<file path="src/sv/lbe_pkg.sv">
`timescale 1ns / 1ps
// ----------------------------------------------------------------------------
// lbe_pkg
// Widths, codes and shared types of the Lagrange basis evaluator.
// ----------------------------------------------------------------------------
package lbe_pkg;

   localparam int MAX_POINTS    = 6;
   localparam int IN_FRAC_BITS  = 14;
   localparam int OUT_FRAC_BITS = 24;
   localparam int NODE_W        = 16;
   localparam int CNT_W         = 3;
   localparam int IDX_W         = 3;
   localparam int DIFF_W        = NODE_W + 1;
   localparam int MAX_FACTORS   = MAX_POINTS - 1;
   localparam int PROD_W        = MAX_FACTORS * DIFF_W;
   localparam int TERM_W        = (MAX_FACTORS - 1) * DIFF_W;
   localparam int SUM_W         = TERM_W + 4;
   localparam int DIV_W         = SUM_W + IN_FRAC_BITS + OUT_FRAC_BITS;
   localparam int DIV_CNT_W     = $clog2(DIV_W + 1);
   localparam int CHUNK_W       = 32;
   localparam int NUM_CHUNKS    = (PROD_W + CHUNK_W - 1) / CHUNK_W;
   localparam int WORK_W        = NUM_CHUNKS * CHUNK_W;
   localparam int CHUNK_IDX_W   = $clog2(NUM_CHUNKS);
   localparam int RES_W         = 32;
   localparam int STATUS_W      = 2;
   localparam int REQ_TDATA_W   = ((IDX_W + NODE_W + 7) / 8) * 8;
   localparam int RSP_TDATA_W   = 2 * RES_W;

   localparam logic [STATUS_W-1:0] ST_OK        = 2'd0;
   localparam logic [STATUS_W-1:0] ST_SAT       = 2'd1;
   localparam logic [STATUS_W-1:0] ST_ZERO_DEN  = 2'd2;
   localparam logic [STATUS_W-1:0] ST_BAD_INDEX = 2'd3;

   localparam logic [IDX_W-1:0] REG_POINT_COUNT = 3'd0;
   localparam logic [IDX_W-1:0] REG_NODE_BASE   = 3'd1;

   localparam logic [CNT_W-1:0] POINT_COUNT_RESET = 3'd2;
   localparam logic [NODE_W-1:0] NODE_RESET [MAX_POINTS] =
      '{16'hC000, 16'h4000, 16'h0000, 16'h0000, 16'h0000, 16'h0000};

   typedef struct packed {
      logic start;
      logic neg;
   } div_cmd_type;

   typedef struct packed {
      logic             done;
      logic             sat;
      logic [RES_W-1:0] value;
   } div_res_type;

endpackage

</file>
<file path="src/sv/lagrange_basis_eval.sv">
`timescale 1ns / 1ps
// ----------------------------------------------------------------------------
// lagrange_basis_eval
// Lagrange basis value and slope at a point, Q2.14 in, Q8.24 out, saturated.
// ----------------------------------------------------------------------------
// Usage:
//   req_* beat carries basis index p and point x (Q2.14). rsp_* beat carries
//   L_p(x) and L_p'(x) in Q8.24 plus a status code in rsp_tuser.
//   csr_* writes point_count (index 0) and node_0..node_5 (indexes 1..6);
//   write only while no request is in flight.
// Timing:
//   One request at a time; req_tready is high only when idle. Products are
//   built with one shared 32x17 multiplier, three 32-bit chunks per factor,
//   and the two quotients come from a 110-step bit-serial divider. A bad
//   index or a zero denominator goes to the result without any division.
// Reset:
//   Synchronous; returns to idle, point_count = 2, nodes -1.0, +1.0, 0, 0, 0, 0.
// Backpressure:
//   The result is held in output registers with rsp_tvalid high until
//   rsp_tready; no new request is taken before then.
// ----------------------------------------------------------------------------
module lagrange_basis_eval import lbe_pkg::*; (
   input  logic                   clock,
   input  logic                   reset,
   input  logic                   req_tvalid,
   output logic                   req_tready,
   // [2:0] basis_index, [18:3] eval_point, rest zero
   input  logic [REQ_TDATA_W-1:0] req_tdata,
   output logic                   rsp_tvalid,
   input  logic                   rsp_tready,
   // [31:0] basis_value, [63:32] basis_slope
   output logic [RSP_TDATA_W-1:0] rsp_tdata,
   // [1:0] status
   output logic [STATUS_W-1:0]    rsp_tuser,
   input  logic                   csr_we,
   input  logic [IDX_W-1:0]       csr_index,
   input  logic [NODE_W-1:0]      csr_wdata
);

   typedef enum logic [6:0] {
      S_IDLE      = 7'b0000001,
      S_DEN       = 7'b0000010,
      S_NUM       = 7'b0000100,
      S_TERM      = 7'b0001000,
      S_DIV_VAL   = 7'b0010000,
      S_DIV_SLOPE = 7'b0100000,
      S_OUT       = 7'b1000000
   } state_type;

   state_type state_ff, state_in;

   // configuration
   logic [CNT_W-1:0]  cnt_ff;
   logic [NODE_W-1:0] node_ff [MAX_POINTS];

   // per-request context
   logic [IDX_W-1:0]       p_ff, p_in;
   logic [CNT_W-1:0]       n_ff, n_in;
   logic [NODE_W-1:0]      x_ff, x_in;
   logic [NODE_W-1:0]      np_ff, np_in;
   logic [IDX_W-1:0]       i_ff, i_in;
   logic [IDX_W-1:0]       k_ff, k_in;
   logic [CHUNK_IDX_W-1:0] c_ff, c_in;
   logic [WORK_W-1:0]      w_ff, w_in;
   logic [WORK_W-1:0]      acc_ff, acc_in;
   logic                   sgn_ff, sgn_in;
   logic [PROD_W-1:0]      den_ff, den_in;
   logic                   den_neg_ff, den_neg_in;
   logic [PROD_W-1:0]      num_ff, num_in;
   logic                   num_neg_ff, num_neg_in;
   logic [SUM_W-1:0]       sum_ff, sum_in;
   logic                   sat_ff, sat_in;
   logic [RES_W-1:0]       val_ff, val_in;
   logic [RES_W-1:0]       slope_ff, slope_in;
   logic [STATUS_W-1:0]    status_ff, status_in;

   // datapath
   logic [IDX_W-1:0]          req_p;
   logic [NODE_W-1:0]         req_x;
   logic [CNT_W-1:0]          n_eff;
   logic [IDX_W-1:0]          rd_idx;
   logic [NODE_W-1:0]         node_rd;
   logic [NODE_W-1:0]         base;
   logic [DIFF_W-1:0]         diff;
   logic                      dneg;
   logic [DIFF_W-1:0]         mag;
   logic                      skip;
   logic [CHUNK_W-1:0]        chunk;
   logic [CHUNK_W+DIFF_W-1:0] part;
   logic [WORK_W-1:0]         mac;
   logic [SUM_W-1:0]          term;
   logic [SUM_W-1:0]          sum_add;
   logic [SUM_W-1:0]          sum_mag;
   logic                      last_chunk;

   div_cmd_type      div_cmd;
   logic [DIV_W-1:0] div_dividend;
   div_res_type      div_res;

   assign req_p = req_tdata[IDX_W-1:0];
   assign req_x = req_tdata[IDX_W+NODE_W-1:IDX_W];

   // point_count clamped to [2, MAX_POINTS]
   assign n_eff = (cnt_ff < CNT_W'(2)) ? CNT_W'(2) :
                  (cnt_ff > CNT_W'(MAX_POINTS)) ? CNT_W'(MAX_POINTS) : cnt_ff;

   // single node read port: node_p at accept, node_i while running
   assign rd_idx  = (state_ff == S_IDLE) ? req_p : i_ff;
   assign node_rd = (rd_idx < IDX_W'(MAX_POINTS)) ? node_ff[rd_idx] : '0;

   assign base = (state_ff == S_DEN) ? np_ff : x_ff;
   assign diff = {base[NODE_W-1], base} - {node_rd[NODE_W-1], node_rd};
   assign dneg = diff[DIFF_W-1];
   assign mag  = dneg ? (DIFF_W'(0) - diff) : diff;
   assign skip = (i_ff == p_ff) || ((state_ff == S_TERM) && (i_ff == k_ff));

   // shared multiplier: one 32-bit chunk of the running product per cycle while a factor is taken
   assign chunk      = w_ff[c_ff*CHUNK_W +: CHUNK_W];
   assign part       = chunk * mag;
   assign mac        = ((c_ff == '0) ? '0 : acc_ff) +
                       (WORK_W'(part) << (c_ff * CHUNK_W));
   assign last_chunk = (c_ff == CHUNK_IDX_W'(NUM_CHUNKS - 1));

   assign term    = SUM_W'(w_ff);
   assign sum_add = sgn_ff ? (sum_ff - term) : (sum_ff + term);
   assign sum_mag = sum_ff[SUM_W-1] ? (SUM_W'(0) - sum_ff) : sum_ff;

   // divider hookup: value first, slope launched on value done
   assign div_cmd.start = ((state_ff == S_TERM) && (k_ff == n_ff)) ||
                          ((state_ff == S_DIV_VAL) && div_res.done);
   assign div_cmd.neg   = (state_ff == S_TERM) ? (num_neg_ff ^ den_neg_ff)
                                               : (sum_ff[SUM_W-1] ^ den_neg_ff);
   assign div_dividend  = (state_ff == S_TERM)
                          ? (DIV_W'(num_ff) << OUT_FRAC_BITS)
                          : (DIV_W'(sum_mag) << (IN_FRAC_BITS + OUT_FRAC_BITS));

   lbe_divider u_div (
      .clock    (clock),
      .reset    (reset),
      .cmd      (div_cmd),
      .dividend (div_dividend),
      .divisor  (den_ff),
      .res      (div_res)
   );

   always_comb begin
      state_in   = state_ff;
      p_in       = p_ff;
      n_in       = n_ff;
      x_in       = x_ff;
      np_in      = np_ff;
      i_in       = i_ff;
      k_in       = k_ff;
      c_in       = c_ff;
      w_in       = w_ff;
      acc_in     = acc_ff;
      sgn_in     = sgn_ff;
      den_in     = den_ff;
      den_neg_in = den_neg_ff;
      num_in     = num_ff;
      num_neg_in = num_neg_ff;
      sum_in     = sum_ff;
      sat_in     = sat_ff;
      val_in     = val_ff;
      slope_in   = slope_ff;
      status_in  = status_ff;

      case (state_ff)
         S_IDLE: begin
            if (req_tvalid) begin
               p_in   = req_p;
               x_in   = req_x;
               np_in  = node_rd;
               n_in   = n_eff;
               i_in   = '0;
               k_in   = '0;
               c_in   = '0;
               w_in   = WORK_W'(1);
               sgn_in = 1'b0;
               sum_in = '0;
               sat_in = 1'b0;
               if (req_p >= IDX_W'(n_eff)) begin
                  val_in    = '0;
                  slope_in  = '0;
                  status_in = ST_BAD_INDEX;
                  state_in  = S_OUT;
               end else begin
                  state_in = S_DEN;
               end
            end
         end

         S_DEN, S_NUM, S_TERM: begin
            if ((state_ff == S_TERM) && (k_ff == n_ff)) begin
               state_in = S_DIV_VAL;
            end else if ((state_ff == S_TERM) && (k_ff == p_ff)) begin
               k_in = k_ff + IDX_W'(1);
            end else if (i_ff == IDX_W'(n_ff)) begin
               // product for this pass complete
               w_in   = WORK_W'(1);
               sgn_in = 1'b0;
               i_in   = '0;
               case (state_ff)
                  S_DEN: begin
                     if (w_ff[PROD_W-1:0] == '0) begin
                        val_in    = '0;
                        slope_in  = '0;
                        status_in = ST_ZERO_DEN;
                        state_in  = S_OUT;
                     end else begin
                        den_in     = w_ff[PROD_W-1:0];
                        den_neg_in = sgn_ff;
                        state_in   = S_NUM;
                     end
                  end
                  S_NUM: begin
                     num_in     = w_ff[PROD_W-1:0];
                     num_neg_in = sgn_ff;
                     k_in       = '0;
                     state_in   = S_TERM;
                  end
                  default: begin
                     sum_in = sum_add;
                     k_in   = k_ff + IDX_W'(1);
                  end
               endcase
            end else if (skip) begin
               i_in = i_ff + IDX_W'(1);
               c_in = '0;
            end else begin
               acc_in = mac;
               if (last_chunk) begin
                  w_in   = mac;
                  c_in   = '0;
                  sgn_in = sgn_ff ^ dneg;
                  i_in   = i_ff + IDX_W'(1);
               end else begin
                  c_in = c_ff + CHUNK_IDX_W'(1);
               end
            end
         end

         S_DIV_VAL: begin
            if (div_res.done) begin
               val_in   = div_res.value;
               sat_in   = div_res.sat;
               state_in = S_DIV_SLOPE;
            end
         end

         S_DIV_SLOPE: begin
            if (div_res.done) begin
               slope_in  = div_res.value;
               status_in = (sat_ff || div_res.sat) ? ST_SAT : ST_OK;
               state_in  = S_OUT;
            end
         end

         S_OUT: begin
            if (rsp_tready) begin
               state_in = S_IDLE;
            end
         end

         default: begin
            state_in = S_IDLE;
         end
      endcase
   end

   always_ff @(posedge clock) begin
      if (reset) begin
         state_ff <= S_IDLE;
         cnt_ff   <= POINT_COUNT_RESET;
         for (int j = 0; j < MAX_POINTS; j++) begin
            node_ff[j] <= NODE_RESET[j];
         end
      end else begin
         state_ff <= state_in;
         if (csr_we && (csr_index == REG_POINT_COUNT)) begin
            cnt_ff <= csr_wdata[CNT_W-1:0];
         end
         for (int j = 0; j < MAX_POINTS; j++) begin
            if (csr_we && (csr_index == REG_NODE_BASE + IDX_W'(j))) begin
               node_ff[j] <= csr_wdata;
            end
         end
      end
      p_ff       <= p_in;
      n_ff       <= n_in;
      x_ff       <= x_in;
      np_ff      <= np_in;
      i_ff       <= i_in;
      k_ff       <= k_in;
      c_ff       <= c_in;
      w_ff       <= w_in;
      acc_ff     <= acc_in;
      sgn_ff     <= sgn_in;
      den_ff     <= den_in;
      den_neg_ff <= den_neg_in;
      num_ff     <= num_in;
      num_neg_ff <= num_neg_in;
      sum_ff     <= sum_in;
      sat_ff     <= sat_in;
      val_ff     <= val_in;
      slope_ff   <= slope_in;
      status_ff  <= status_in;
   end

   assign req_tready = (state_ff == S_IDLE);
   assign rsp_tvalid = (state_ff == S_OUT);
   assign rsp_tdata  = {slope_ff, val_ff};
   assign rsp_tuser  = status_ff;

endmodule

</file>
<file path="src/sv/lbe_divider.sv">
`timescale 1ns / 1ps
// ----------------------------------------------------------------------------
// lbe_divider
// Restoring divider, one quotient bit per cycle, round half away, saturate.
// ----------------------------------------------------------------------------
module lbe_divider import lbe_pkg::*; (
   input  logic              clock,
   input  logic              reset,
   input  div_cmd_type       cmd,
   input  logic [DIV_W-1:0]  dividend,
   input  logic [PROD_W-1:0] divisor,
   output div_res_type       res
);

   localparam logic [RES_W+1:0] POS_LIM = (RES_W+2)'((64'd1 << (RES_W - 1)) - 64'd1);
   localparam logic [RES_W+1:0] NEG_LIM = (RES_W+2)'(64'd1 << (RES_W - 1));
   localparam logic [RES_W-1:0] POS_SAT = RES_W'((64'd1 << (RES_W - 1)) - 64'd1);
   localparam logic [RES_W-1:0] NEG_SAT = RES_W'(64'd1 << (RES_W - 1));

   logic [DIV_W-1:0]     dvd_ff, dvd_in;
   logic [PROD_W-1:0]    den_ff, den_in;
   logic [PROD_W-1:0]    rem_ff, rem_in;
   logic [RES_W:0]       q_ff, q_in;
   logic                 ovf_ff, ovf_in;
   logic                 neg_ff, neg_in;
   logic [DIV_CNT_W-1:0] cnt_ff, cnt_in;
   logic                 busy_ff, busy_in;
   logic                 fin_ff, fin_in;

   logic [PROD_W:0]  r2;
   logic [PROD_W:0]  r2_diff;
   logic             ge;
   logic             rnd;
   logic [RES_W+1:0] qr;
   logic             over;

   assign r2      = {rem_ff, dvd_ff[DIV_W-1]};
   assign ge      = r2 >= {1'b0, den_ff};
   assign r2_diff = r2 - {1'b0, den_ff};

   // final rounding from the last remainder
   assign rnd  = {rem_ff, 1'b0} >= {1'b0, den_ff};
   assign qr   = {1'b0, q_ff} + (RES_W+2)'(rnd);
   assign over = ovf_ff || (neg_ff ? (qr > NEG_LIM) : (qr > POS_LIM));

   assign res.done  = fin_ff;
   assign res.sat   = over;
   assign res.value = over ? (neg_ff ? NEG_SAT : POS_SAT)
                           : (neg_ff ? (RES_W'(0) - qr[RES_W-1:0]) : qr[RES_W-1:0]);

   always_comb begin
      dvd_in  = dvd_ff;
      den_in  = den_ff;
      rem_in  = rem_ff;
      q_in    = q_ff;
      ovf_in  = ovf_ff;
      neg_in  = neg_ff;
      cnt_in  = cnt_ff;
      busy_in = busy_ff;
      fin_in  = 1'b0;
      if (cmd.start) begin
         dvd_in  = dividend;
         den_in  = divisor;
         rem_in  = '0;
         q_in    = '0;
         ovf_in  = 1'b0;
         neg_in  = cmd.neg;
         cnt_in  = DIV_CNT_W'(DIV_W);
         busy_in = 1'b1;
      end else if (busy_ff) begin
         dvd_in = {dvd_ff[DIV_W-2:0], 1'b0};
         rem_in = ge ? r2_diff[PROD_W-1:0] : r2[PROD_W-1:0];
         q_in   = {q_ff[RES_W-1:0], ge};
         ovf_in = ovf_ff | q_ff[RES_W];
         cnt_in = cnt_ff - DIV_CNT_W'(1);
         if (cnt_ff == DIV_CNT_W'(1)) begin
            busy_in = 1'b0;
            fin_in  = 1'b1;
         end
      end
   end

   always_ff @(posedge clock) begin
      if (reset) begin
         busy_ff <= 1'b0;
         fin_ff  <= 1'b0;
         cnt_ff  <= '0;
      end else begin
         busy_ff <= busy_in;
         fin_ff  <= fin_in;
         cnt_ff  <= cnt_in;
      end
      dvd_ff <= dvd_in;
      den_ff <= den_in;
      rem_ff <= rem_in;
      q_ff   <= q_in;
      ovf_ff <= ovf_in;
      neg_ff <= neg_in;
   end

endmodule

</file>
<file path="config.mk">
export PLATFORM = sky130hd
export DESIGN_NAME = lagrange_basis_eval
export DESIGN_NICKNAME = d
export VERILOG_FILES = /design/src/sv/lbe_pkg.sv /design/src/sv/lagrange_basis_eval.sv /design/src/sv/lbe_divider.sv
export SDC_FILE = /design/constraint.sdc
export NUM_CORES = 2
export LEC_CHECK = 0
export BUFFER_PORTS_ARGS = -buffer_cell sky130_fd_sc_hd__buf_2
export CAP_MARGIN = 20
export CORE_UTILIZATION = 40
export CTS_CLUSTER_SIZE = 12
export DETAILED_ROUTE_END_ITERATION = 6
export PLACE_DENSITY_LB_ADDON = 0.08
export SYNTH_ARGS = -nofsm -noshare
export SYNTH_HDL_FRONTEND = slang
export SYNTH_SLANG_ARGS = --single-unit
</file>
<file path="constraint.sdc">
create_clock -name clock -period 35.7 [get_ports clock]
set_input_delay 0 -clock clock [delete_from_list [all_inputs] [get_ports clock]]
set_output_delay 0 -clock clock [all_outputs]
set_load 0.005 [all_outputs]
</file>
==> metrics.txt <==
reg2reg path depth=55; fillcell total=18400; # Post-CTS Setup Buffers=0; Final min period=17.63 ns; most frequent cell after synthesis=nand2_1; Hold Fails Final Rpt=0; DRC Markers=0; Antenna Nets Post-Route=0; Clock Sinks=956; Initial Utilization=40.3%; Post-synth ARST share=0%; Port Buffers=110; CTS resizes=0; area grow syn2layout=10.4%; WL per Instance=23.3 um; CP Launch Type=flop; Via Count=59900; clk slew on worst S/H paths=0.06 ns; Worst EP arrival=18.14 ns; status=complete, no violations; CP peak stage delay=0.60 ns; most frequent cells after synthesis=894 x nand2_1, 831 x inv_1, 818 x edfxtp_1, 694 x nor2_1, 564 x a21oi_1; die height=439 um; H-Tree Depth=3; total grt overflow=0; RR Endpoint=w_ff[83]$_SDFFCE_PN0P_; register-to-register path setup slack=18.07 ns; skew final=0.0376 ns; kind of critical path=flop to flop; first-pass GRT wire length=381000 um; pin count of the biggest net entering global routing=90; die width=439 um; Worst Hold Launch=csr_wdata[13]; Worst-Margin Slew=1.29 ns; hold_buf cts=67; Req. time, crit path=36.21 ns; top cell type's share of synthesized area=32.1%; class of the worst hold path=input pin to flop; vias in the first global route=59500; vias per cell=5.52; synthesized area=0.0765 mm^2; Core Footprint=0.190 mm^2; RSZ-0062 raised after global routing=false; Final WS setup=18.07 ns; endpoints failing setup=0; Final Wtd Congestion=0.935; final wirelength=253000 um; top cells by area, synth=edfxtp_1 32%, fa_1 12%, ha_1 6.6%; clk_lat worst skew=0.80 ns; r2r startpoint=state_ff[2]$_SDFFE_PP0P_; total CTS buffers=113; Nets=9146; worst-case hold path end point=node_ff[4][13]$_SDFFCE_PN0P_; Warnings, synthesis=0; commonest register cell after synthesis=edfxtp_1; Critical-path top delay cell=mux4_2; post-synthesis register bit count=956; Setup WS pre-CTS=18.32 ns; layout cells sized above 1=6.82%; fin. max-slew vios=0; Cells on Worst Hold Path=3; 1st-iter DRT viols=4658; average size of a mapped cell=9.32 um^2; CTS tree=built; worst relative slew slack=13.8%; EDFF count, synth=818; crit-path max FO=20; post-synthesis sequential area ratio=35.7%; area leader, netlist=edfxtp_1; row count=160; initial antenna violation count=24; number of library cell types mapped by synthesis=107; Fmax achieved=56.7 MHz; Max-cap violations=0; Tcrit/Tclk final=49.4%; syn nets=9116; Max Root-Sink Buffers=3; Post-Syn Instances=8209; final HPWL from detailed placement=197000 um; setup TNS=0 ns; crit end category=flop; Die ar.=0.193 mm^2; I/O pin count=116; CP dominant cell by count=fa_1; DR pass1 iterations=6; Total GRT Usage=26.1%; root buf cell=clkbuf_16
-- per-layer routing --
layer  wire length [um]  up-vias  global-route usage, %
met3              12300      381                   3.38
met1             113000    29600                   35.3
li1                   -    28400                      -
met2             117000     1547                   42.7
met5                  0        -                      0
met4              10100        0                   9.50
-- sequential cells by signal, indices dropped and copies added (netlist names), 2 cells and up --
name / count
x_ff: 16
sum_ff: 72
slope_ff: 32
state_ff: 7
rsp_tuser: 2
u_div.cnt_ff: 7
w_ff: 96
u_div.rem_ff: 85
cnt_ff: 3
n_ff: 3
i_ff: 3
c_ff: 2
p_ff: 3
u_div.dvd_ff: 86
den_ff: 85
u_div.den_ff: 85
u_div.q_ff: 33
acc_ff: 96
num_ff: 85
k_ff: 3
node_ff: 96
np_ff: 16
val_ff: 32
-- how the worst max path moves through the flow --
stage                                         from                      to  slack [ns]  cells after the start
after floorplan           state_ff[2]$_SDFFE_PP0P_  w_ff[94]$_SDFFCE_PN0P_       21.50                     58
after global placement    state_ff[2]$_SDFFE_PP0P_  w_ff[83]$_SDFFCE_PN0P_       18.40                     55
after detailed placement  state_ff[2]$_SDFFE_PP0P_  w_ff[83]$_SDFFCE_PN0P_       18.32                     55
after CTS                 state_ff[2]$_SDFFE_PP0P_  w_ff[83]$_SDFFCE_PN0P_       18.26                     55
after global routing      state_ff[2]$_SDFFE_PP0P_  w_ff[83]$_SDFFCE_PN0P_       17.16                     55
final                     state_ff[2]$_SDFFE_PP0P_  w_ff[83]$_SDFFCE_PN0P_       18.07                     55
-- worst max-delay path, delay by kind of cell, from the launching register on --
family                   cells  cell delay, ns
adder cells (fa/ha/maj)     10            4.65
buffers and inverters        7            1.23
AO/OA/AOI/OAI               16            4.59
flip-flops                   1            0.33
AND/OR/NAND/NOR             19            4.92
multiplexers                 1            0.60
XOR/XNOR                     2            0.99
-- through the flow --
stage / utilization (%) / std cells / instance area [um^2] / hold WS, ns
finish: 44.4 / 10900 / 84400 / 0.142
floorplan: - / 8209 / 76500 / 0.0989
global route: 44.4 / 10800 / 84400 / 0.126
CTS: 44.4 / 10800 / 84400 / 0.106
global placement: 42.1 / 10600 / 79900 / 0.176
detailed placement: 42.1 / 10600 / 79900 / 0.178
-- cell families after synthesis --
kind of cell / Yosys count / share of synthesized area, %
AOI/OAI and AO/OA: 1794 / 14.6
xor gates and xnor gates: 487 / 5.59
adders and majority gates: 859 / 18.5
buffers and inverters: 1230 / 6.18
DFF: 956 / 35.7
muxes: 167 / 2.45
and+or+nand+nor: 2716 / 16.9
-- final cells by class --
cell class                      count  area, um^2  area share, %
Tap cell                         2511        3140           3.72
Timing Repair Buffer              310        2230           2.65
Clock inverter                     74         802          0.950
Inverter                          835        3140           3.72
Antenna cell                        8        20.0         0.0237
Sequential cell                   956       27300           32.4
Multi-Input combinational cell   6023       44800           53.0
Clock buffer                      139        3010           3.56
-- placed cells by master, fill, tap and decap left out, drive strengths merged, types with 215 or more instances in the layout --
cell and n:
and2 300, o21ai 449, inv 837, xnor2 272, edfxtp 818, nor2 695, fa 453, ha 406
buf 243, nand2 896, a21oi 564, xor2 215
Power is left out: the tool's default activity adds up to more than one toggle a clock period on the data nets, which glitch-free logic cannot reach.
